$ cat config.mk
export PLATFORM = sky130hd
export DESIGN_NAME = bfsp_ram
export DESIGN_NICKNAME = d
export VERILOG_FILES = /design/src/hw/rtl/bellman_ford_shortest_paths_assert.svh /design/src/hw/rtl/bfsp_ram.sv
export SDC_FILE = /design/constraint.sdc
export NUM_CORES = 1
export LEC_CHECK = 0
export ABC_AREA = 0
export ABC_CLOCK_PERIOD_IN_PS = 1760
export BUFFER_PORTS_ARGS = -buffer_cell sky130_fd_sc_hd__buf_2
export CORE_ASPECT_RATIO = 0.7
export CORE_UTILIZATION = 60
export CTS_CLUSTER_DIAMETER = 120
export DETAILED_ROUTE_END_ITERATION = 6
export PLACE_DENSITY_LB_ADDON = 0.12
export SYNTH_ARGS = -nofsm -noshare
export SYNTH_HDL_FRONTEND = slang
export SYNTH_SLANG_ARGS = --single-unit
$ cat constraint.sdc
create_clock -name clk_i -period 1.76 [get_ports clk_i]
set_input_delay 0 -clock clk_i [delete_from_list [all_inputs] [get_ports clk_i]]
set_output_delay 0 -clock clk_i [all_outputs]
set_load 0.05 [all_outputs]
$ cat src/hw/rtl/bellman_ford_shortest_paths_assert.svh
// ---------------------------------------------------------------------------
// Assertion macros for the shortest-path block
// Concurrent checks clocked on clk_i and disabled while rst_ni is low.
// ---------------------------------------------------------------------------
`ifndef BELLMAN_FORD_SHORTEST_PATHS_ASSERT_SVH
`define BELLMAN_FORD_SHORTEST_PATHS_ASSERT_SVH

// Same-cycle implication
`define BFSP_ASSERT_IMPL(name, ante, cons, msg) \
  name: assert property (@(posedge clk_i) disable iff (!rst_ni) (ante) |-> (cons)) \
    else $error(msg);

// Next-cycle implication
`define BFSP_ASSERT_NEXT(name, ante, cons, msg) \
  name: assert property (@(posedge clk_i) disable iff (!rst_ni) (ante) |=> (cons)) \
    else $error(msg);

`endif

$ cat src/hw/rtl/bfsp_ram.sv
// ---------------------------------------------------------------------------
// bfsp_ram
// Generic single-write, single-read RAM with registered read data.
// ---------------------------------------------------------------------------
`timescale 1ns / 1ps

module bfsp_ram #(
  parameter int WIDTH = 8,
  parameter int DEPTH = 16
) (
  input  logic                     clk_i,
  input  logic                     we_i,
  input  logic [$clog2(DEPTH)-1:0] waddr_i,
  input  logic [WIDTH-1:0]         wdata_i,
  input  logic [$clog2(DEPTH)-1:0] raddr_i,
  output logic [WIDTH-1:0]         rdata_o
);

  logic [WIDTH-1:0] mem_q [DEPTH];

  // Write port
  always_ff @(posedge clk_i) begin
    if (we_i) begin
      mem_q[waddr_i] <= wdata_i;
    end
  end

  // Registered read port
  always_ff @(posedge clk_i) begin
    rdata_o <= mem_q[raddr_i];
  end

endmodule

==> results.json, run 1 <==
{
  "status": "finished, final reports clean",
  "clk_pin_slew_ns": 0.05,
  "avgSynthCellArea_um2": 22.48,
  "reg2reg_from": "mem_q[10][6]$_DFFE_PP_",
  "cts_tree": "done",
  "power.total_mw": 7.226,
  "clock_latency_ns": 0.41,
  "core_um2": 8074,
  "final_common_cell": "edfxtp_1",
  "worstPathCellList": "mux4_2 > a22oi_1 > nand2_1",
  "gp_congestion": 0.7170,
  "htreeDepth": 4,
  "critPathLaunchType": "flip-flop",
  "clockRootBuffer": "clkbuf_16",
  "worstSetupPathType": "flip-flop to flip-flop",
  "cp_data_required_time_ns": 2.03,
  "setup_viol": 0,
  "die_height_um": 79.50,
  "cts.sinks": 136,
  "startpoint": "mem_q[10][6]$_DFFE_PP_",
  "dr.pass1.iters": 5,
  "ant_nets": 0,
  "cap_violations": 0,
  "final_cells": 404,
  "wl_per_cell_um": 24.16,
  "worstHoldStart": "waddr_i[2]",
  "drc": 0,
  "most-common-layout-cells": "edfxtp_1, buf_2, buf_4",
  "grt_pass1_wl_um": 14980,
  "ios": 26,
  "min_period_ns": 1.382,
  "synth.ff_latch_count": 136,
  "routed_wl_um": 9759,
  "critPathMaxFanout": 1,
  "fin_nets": 310,
  "num_vias": 2483,
  "power_density_nw_per_um2": 1185,
  "min_path_type": "primary input to flip-flop",
  "layout-drive-gt1-share_pct": 28.71,
  "worst_path_max_delay_cell": "mux4_2",
  "syn-instance-count": 229,
  "hold_viol": 0,
  "rows": 27,
  "hold_slack_ns": 0.1228,
  "slew_viol_final": 0,
  "slew_headroom_pct": 72.31,
  "cts_buffer_depth": 2,
  "cts_resized": 0,
  "grt_max_degree": 33,
  "die-area_um2": 8959,
  "start_util_pct": 63.75,
  "num_antenna_cells": 0,
  "setup.worst_path.end_class": "flip-flop",
  "cp_slowest_stage_delay_ns": 0.47,
  "viasPerCell": 6.146,
  "finClkSkew_ns": 0.006161,
  "portBuffers": 25,
  "fmax_mhz": 723.4,
  "syn_area_um2": 5147,
  "synth_cell_type_count": 19,
  "numCtsBuffers": 17,
  "hpwl_um": 5894,
  "leakage_nw": 2.105,
  "fill_cells": 436,
  "ir_drop_mv": 0.9572,
  "first_iter_violations": 241,
  "antenna_found_initial": 0,
  "grt_pass1_vias": 2559,
  "finalCritPeriodShare_pct": 78.54,
  "worst-endpoint-arrival_ns": 1.65,
  "area_growth_pct": 18.47,
  "overflow": 0,
  "tightestPinTransition_ns": 0.4153,
  "yosysSeqAreaShare_pct": 77.78,
  "placedCellCount": 366,
  "die_width_um": 112.7,
  "finalSetupTns_ns": 0,
  "post-route-util_pct": 75.53,
  "grt_util_all_layers_pct": 25.19,
  "rsz0062_at_grt": "false",
  "yosys_warnings": 0,
  "synth_fp_nets": 247
}
logic make-up (layout without fill, tap and decap cells):
group | after synthesis | in the layout | share of synthesized area (%)
mux | 32 | 32 | 15.02
compound gates | 16 | 16 | 2.334
flops | 136 | 136 | 77.78
simple gates | 35 | 35 | 3.184
buf+inv | 10 | 84 | 1.677
through the flow:
stage               area (um2)  setup WS (ns)
floorplan                 5147         0.2671
global placement          5495         0.3153
detailed placement        5495         0.2863
CTS                       6098         0.4011
global route              6098         0.3229
finish                    6098         0.3776
worst max-delay path, delay by kind of cell (launching register included):
kind	cells	cell delay, ns
flip-flops	1	0.37
AND/OR/NAND/NOR	1	0.14
multiplexers	1	0.47
AO/OA/AOI/OAI	1	0.27
registers in the layout (all words and copies together), names as in the netlist:
name     flops
rdata_o      8
mem_q      128
cell usage after synthesis (all sizes together):
cell type / number / area, um2
a22oi: 16 / 120.1
and2: 1 / 6.260
and2b: 1 / 7.510
buf: 7 / 56.30
clkdlybuf4s25: 3 / 30.03
dfxtp: 8 / 160.2
edfxtp: 128 / 3844
mux4: 32 / 773.2
nand2: 9 / 33.78
nand2b: 2 / 12.51
nand3: 1 / 5.000
nand3b: 2 / 15.01
nor2: 13 / 48.80
nor2b: 1 / 6.260
nor3: 4 / 20.02
or3b: 1 / 8.760
layout make-up:
cell class	instances	area [um2]	share of cell area, %
tap	101	126.4	2.072
clock buffer	24	471.7	7.735
sequential	136	4004	65.65
clock inverter	6	51.30	0.8412
timing repair buffer	54	387.9	6.360
multi-input combinational	83	1057	17.34
worst paths after layout:
check        depth (start not counted)               endpoint  slack [ns]
min reg2reg                          3     rdata_o[3]$_DFF_P_        0.67
max reg2reg                          3     rdata_o[6]$_DFF_P_        0.38
min                                  3  mem_q[1][1]$_DFFE_PP_        0.12
max                                  3     rdata_o[6]$_DFF_P_        0.38
power breakdown:
group | total, mW | switching [mW] | internal [mW]
registers | 3.65 | 0.0221 | 3.62
clock network | 3.16 | 1.18 | 1.98
logic | 0.425 | 0.265 | 0.160
metal layers:
layer / vias up / GRT usage (%) / routed length (um)
met5: - / 0 / 0
met3: 10 / 7.593 / 773
met2: 102 / 36.23 / 4473
met1: 1269 / 36.76 / 4424
met4: 0 / 10.00 / 87
li1: 1102 / - / -
repair_timing:
action	CTS	global route
hold buffers	8	0
setup endpoints to repair	0	0
setup buffers	0	0
endpoints found under the hold margin	128	0
(Power assumes the default switching activity.)
==> run 2, diff against run 1 <==
--- a/config.mk
+++ b/config.mk
@@ -6,7 +6,7 @@
 export NUM_CORES = 1
 export LEC_CHECK = 0
 export ABC_AREA = 0
-export ABC_CLOCK_PERIOD_IN_PS = 1760
+export ABC_CLOCK_PERIOD_IN_PS = 1400
 export BUFFER_PORTS_ARGS = -buffer_cell sky130_fd_sc_hd__buf_2
 export CORE_ASPECT_RATIO = 0.7
 export CORE_UTILIZATION = 60
==> constraint.sdc (replaced) <==
create_clock -name clk_i -period 1.4 [get_ports clk_i]
set_input_delay 0 -clock clk_i [delete_from_list [all_inputs] [get_ports clk_i]]
set_output_delay 0 -clock clk_i [all_outputs]
set_load 0.05 [all_outputs]
==> results.json, run 2 (synthesis results as in run 1) <==
{
  "place_area_um2": 5525,
  "viasPerCell": 6.167,
  "hpwl_um": 6144,
  "slew_headroom_pct": 48.83,
  "ant_nets": 0,
  "ir_drop_mv": 1.082,
  "cts_buffer_depth": 2,
  "multiInputGateArea_um2": 1072,
  "numCtsBuffers": 17,
  "reg2reg_depth": 3,
  "grt_util_all_layers_pct": 25.17,
  "htreeDepth": 4,
  "slew_viol_final": 0,
  "largest_reg_flops": 128,
  "core_um2": 8074,
  "die-area_um2": 8959,
  "cp_data_required_time_ns": 1.69,
  "overflow": 0,
  "critPathLaunchType": "flip-flop",
  "first_iter_violations": 213,
  "setup.worst_path.end_class": "flip-flop",
  "post-cts-setup-buffers": 0,
  "routed_wl_um": 9689,
  "fin_area_um2": 6197,
  "min_period_ns": 1.366,
  "num_antenna_cells": 0,
  "drc": 0,
  "grt_pass1_wl_um": 14900,
  "grt_max_degree": 33,
  "regMostFlops": "mem_q",
  "clk_pin_slew_ns": 0.06,
  "post-route-util_pct": 76.76,
  "worst-endpoint-arrival_ns": 1.66,
  "fill_cells": 431,
  "worstPathCellList": "mux4_1 > a22oi_2 > nand2_1",
  "fmax_mhz": 732.1,
  "portBuffers": 25,
  "antenna_found_initial": 0,
  "hold_slack_ns": 0.1677,
  "finClkSkew_ns": 0.005404,
  "clock_latency_ns": 0.41,
  "cap_violations": 0,
  "gp_congestion": 0.7266,
  "clockRootBuffer": "clkbuf_16",
  "ios": 26,
  "wl_per_cell_um": 23.86,
  "layout-drive-gt1-share_pct": 32.13,
  "start_util_pct": 63.75,
  "finalCritPeriodShare_pct": 97.57,
  "seq_area_um2": 4004,
  "critPathMaxFanout": 1,
  "tightestPinTransition_ns": 0.7648,
  "status": "finished, final reports clean",
  "min_path_cells": 4,
  "area_growth_pct": 20.39,
  "cts_tree": "done",
  "leakage_nw": 2.131,
  "most-common-layout-cells": "edfxtp_1, buf_2, mux4_2",
  "die_height_um": 79.50,
  "dr.pass1.iters": 4,
  "path_delay_family": "multiplexers",
  "final_common_cell": "edfxtp_1",
  "min_path_type": "primary input to flip-flop",
  "worst_path_max_delay_cell": "mux4_1",
  "cp_slowest_stage_delay_ns": 0.56,
  "die_width_um": 112.7,
  "rows": 27,
  "setup_viol": 0,
  "num_vias": 2504,
  "fin_nets": 310,
  "rsz0062_at_grt": "false",
  "critPathBufInv": 0,
  "cts.sinks": 136,
  "cp.depth": 3,
  "hold_viol": 0,
  "grt_pass1_vias": 2546,
  "largestRegisters": "mem_q (128), rdata_o (8)",
  "power_density_nw_per_um2": 1515,
  "worstSetupPathType": "flip-flop to flip-flop"
}
==> run 2: cell count changes in the layout (fill, tap and decap cells not counted), moves of 2 or more <==
cell	previous run	this run
a22oi_1	16	14
a22oi_2	0	2
buf_12	2	4
buf_4	19	17
clkbuf_1	5	0
clkinvlp_4	0	5
==> run 2: path summary, 6_finish.rpt <==
check	start	slack (ns)	end
worst max-delay path	mem_q[1][2]$_DFFE_PP_	0.03	rdata_o[2]$_DFF_P_
worst min-delay path	raddr_i[2]	0.17	rdata_o[4]$_DFF_P_
worst max register to register	mem_q[1][2]$_DFFE_PP_	0.03	rdata_o[2]$_DFF_P_
worst min register to register	mem_q[15][4]$_DFFE_PP_	0.67	rdata_o[4]$_DFF_P_
==> run 2: metal layers <==
layer | global-route usage [%] | share of wire (%) | vias up
met3 | 7.669 | 8.5 | 11
li1 | - | - | 1104
met4 | 9.600 | 0.81 | 0
met5 | 0 | 0 | -
met1 | 36.54 | 44 | 1286
met2 | 36.54 | 47 | 103
==> run 2: cell type report <==
class | instances | share of cell area [%]
Timing Repair Buffer | 54 | 6.663
Multi-Input combinational cell | 83 | 17.30
Tap cell | 101 | 2.039
Clock buffer | 19 | 7.309
Clock inverter | 13 | 2.080
Sequential cell | 136 | 64.61
==> run 2: per-stage QoR <==
step                setup TNS (ns)  worst slack (ns)  power, mW  instances
floorplan                        0            0.1339      4.983        229
global placement          -0.06464          -0.06464      5.176        366
detailed placement        -0.04744          -0.04744      5.187        366
CTS                              0           0.01998      9.464        406
global route                     0          0.005355      9.684        406
finish                           0           0.03400      9.391        406
==> run 2: tightest hold or removal path: cells and delay by family <==
family                 cells  cell delay [ns]
AND/OR/NAND/NOR            2             0.22
AO/OA/AOI/OAI              1             0.21
buffers and inverters      1             0.10
==> run 2: power by group <==
group / switching [mW] / internal, mW / leakage, nW
Clock: 1.58 / 2.69 / 0.272
Combinational: 0.328 / 0.210 / 0.635
Sequential: 0.0283 / 4.55 / 1.22
Total: 1.94 / 7.45 / 2.13
==> run 2: timing repair <==
action	in CTS	in global routing
endpoints found under the hold margin	128	0
hold buffers	8	0
endpoints found under the setup margin	1	1
resized for setup	1	1
==> run 3, diff against run 2 <==
--- a/config.mk
+++ b/config.mk
@@ -13,6 +13,7 @@
 export CTS_CLUSTER_DIAMETER = 120
 export DETAILED_ROUTE_END_ITERATION = 6
 export PLACE_DENSITY_LB_ADDON = 0.12
+export SETUP_SLACK_MARGIN = 0.05
 export SYNTH_ARGS = -nofsm -noshare
 export SYNTH_HDL_FRONTEND = slang
 export SYNTH_SLANG_ARGS = --single-unit
==> results.json, run 3 (synthesis results as in run 1) <==
{
  "core_um2": 8074,
  "num_vias": 2524,
  "path_delay_family": "multiplexers",
  "finalCritPeriodShare_pct": 93.25,
  "htreeDepth": 4,
  "fin_nets": 310,
  "grt_util_all_layers_pct": 25.19,
  "die-area_um2": 8959,
  "most-common-layout-cells": "edfxtp_1, buf_2, mux4_2",
  "drc": 0,
  "cap_violations": 0,
  "largestRegisters": "mem_q (128), rdata_o (8)",
  "r2r_slack_ns": 0.09,
  "area_growth_pct": 20.42,
  "portBuffers": 25,
  "fmax_mhz": 766.0,
  "gp_congestion": 0.7266,
  "critPathLaunchType": "flip-flop",
  "tightestPinTransition_ns": 0.8653,
  "rsz0062_at_grt": "true",
  "clock_latency_ns": 0.42,
  "worstSetupPathType": "flip-flop to flip-flop",
  "cts.sinks": 136,
  "ant_nets": 0,
  "die_height_um": 79.50,
  "reg2reg_depth": 3,
  "setup.worst_path.end_class": "flip-flop",
  "worstPathCellList": "mux4_1 > a22oi_1 > nand2_1",
  "slew_viol_final": 0,
  "hold_viol": 0,
  "worst-endpoint-arrival_ns": 1.61,
  "leakage_nw": 2.127,
  "cp_slowest_stage_delay_ns": 0.49,
  "wl_per_cell_um": 24.17,
  "start_util_pct": 63.75,
  "reg2reg_from": "mem_q[2][1]$_DFFE_PP_",
  "rows": 27,
  "numCtsBuffers": 17,
  "grt_pass1_wl_um": 14920,
  "ir_drop_mv": 1.086,
  "setup_viol": 0,
  "hpwl_um": 6144,
  "clk_pin_slew_ns": 0.06,
  "layout-drive-gt1-share_pct": 32.79,
  "largest_reg_flops": 128,
  "worst_path_max_delay_cell": "mux4_1",
  "regMostFlops": "mem_q",
  "dr.pass1.iters": 4,
  "grt_max_degree": 33,
  "num_antenna_cells": 0,
  "min_path_cells": 4,
  "cp.depth": 3,
  "critPathBufInv": 0,
  "cts_tree": "done",
  "post-route-util_pct": 76.77,
  "grt_pass1_vias": 2547,
  "slew_headroom_pct": 42.10,
  "viasPerCell": 6.217,
  "cts_buffer_depth": 2,
  "finClkSkew_ns": 0.004649,
  "status": "finished, final reports clean",
  "routed_wl_um": 9815,
  "antenna_found_initial": 0,
  "finalSetupTns_ns": 0,
  "die_width_um": 112.7,
  "overflow": 0,
  "final_common_cell": "edfxtp_1",
  "clockRootBuffer": "clkbuf_16",
  "min_path_type": "primary input to flip-flop",
  "power_density_nw_per_um2": 1520,
  "min_period_ns": 1.305,
  "cp_data_required_time_ns": 1.70,
  "ios": 26,
  "first_iter_violations": 202,
  "fill_cells": 431,
  "endpoint": "rdata_o[1]$_DFF_P_",
  "regToRegEndpoint": "rdata_o[1]$_DFF_P_",
  "critPathMaxFanout": 1,
  "startpoint": "mem_q[2][1]$_DFFE_PP_"
}
-- run 3: cell count changes in the layout (fill, tap and decap cells not counted) --
| cell | delta |
|---|---|
| a22oi_1 | -1 |
| mux4_1 | -1 |
| mux4_2 | +1 |
| a22oi_2 | +1 |
-- run 3: what timing repair did --
action | 4_1_cts | 5_1_grt
endpoints found under the hold margin | 128 | 0
endpoints found under the setup margin | 1 | 2
gates resized for setup | 2 | 2
hold buffers | 8 | 0
buffers inserted | 0 | 0
pin swaps | 1 | 0
-- run 3: cell type report --
class / instances / area, um2 / share of cell area [%]
multi-input combinational: 83 / 1074 / 17.32
clock buffer: 19 / 452.9 / 7.307
clock inverter: 13 / 128.9 / 2.079
sequential: 136 / 4004 / 64.59
timing repair buffer: 54 / 412.9 / 6.661
tap: 101 / 126.4 / 2.039
-- run 3: how the worst min path moves through the flow --
stage / startpoint / end
final: raddr_i[2] / rdata_o[4]$_DFF_P_
after global routing: waddr_i[0] / mem_q[0][2]$_DFFE_PP_
after CTS: raddr_i[3] / rdata_o[0]$_DFF_P_
after detailed placement: wdata_i[3] / mem_q[4][3]$_DFFE_PP_
after global placement: wdata_i[4] / mem_q[7][4]$_DFFE_PP_
after floorplan: wdata_i[0] / mem_q[0][0]$_DFFE_PP_
-- run 3: worst register-to-register path, stage by stage (launching register included) --
cell and delay, ns:
edfxtp_1 0.38, mux4_1 0.49, a22oi_1 0.23, nand2_1 0.09
-- run 3: routing by layer --
layer / vias to the layer above / track usage [%] / share of wire, %
met3: 16 / 7.669 / 6.6
met4: 0 / 9.600 / 1.3
met2: 98 / 36.54 / 47
met1: 1307 / 36.60 / 45
met5: - / 0 / 0
li1: 1103 / - / -
-- run 3: through the flow --
stage	area [um2]	std cells	total power [mW]	hold WS, ns	setup slack (ns)
floorplan	5152	229	4.983	0.09887	0.1339
global placement	5525	366	5.176	0.3851	-0.06464
detailed placement	5525	366	5.187	0.3970	-0.04744
CTS	6188	406	9.465	0.1592	0.07756
global route	6198	406	9.687	0.1867	0.02206
finish	6198	406	9.420	0.1757	0.09451
-- run 3: report_power, final --
group | switching, mW | total, mW | internal, mW
combinational | 0.332 | 0.543 | 0.211
clock | 1.61 | 4.29 | 2.69
sequential | 0.0285 | 4.58 | 4.55
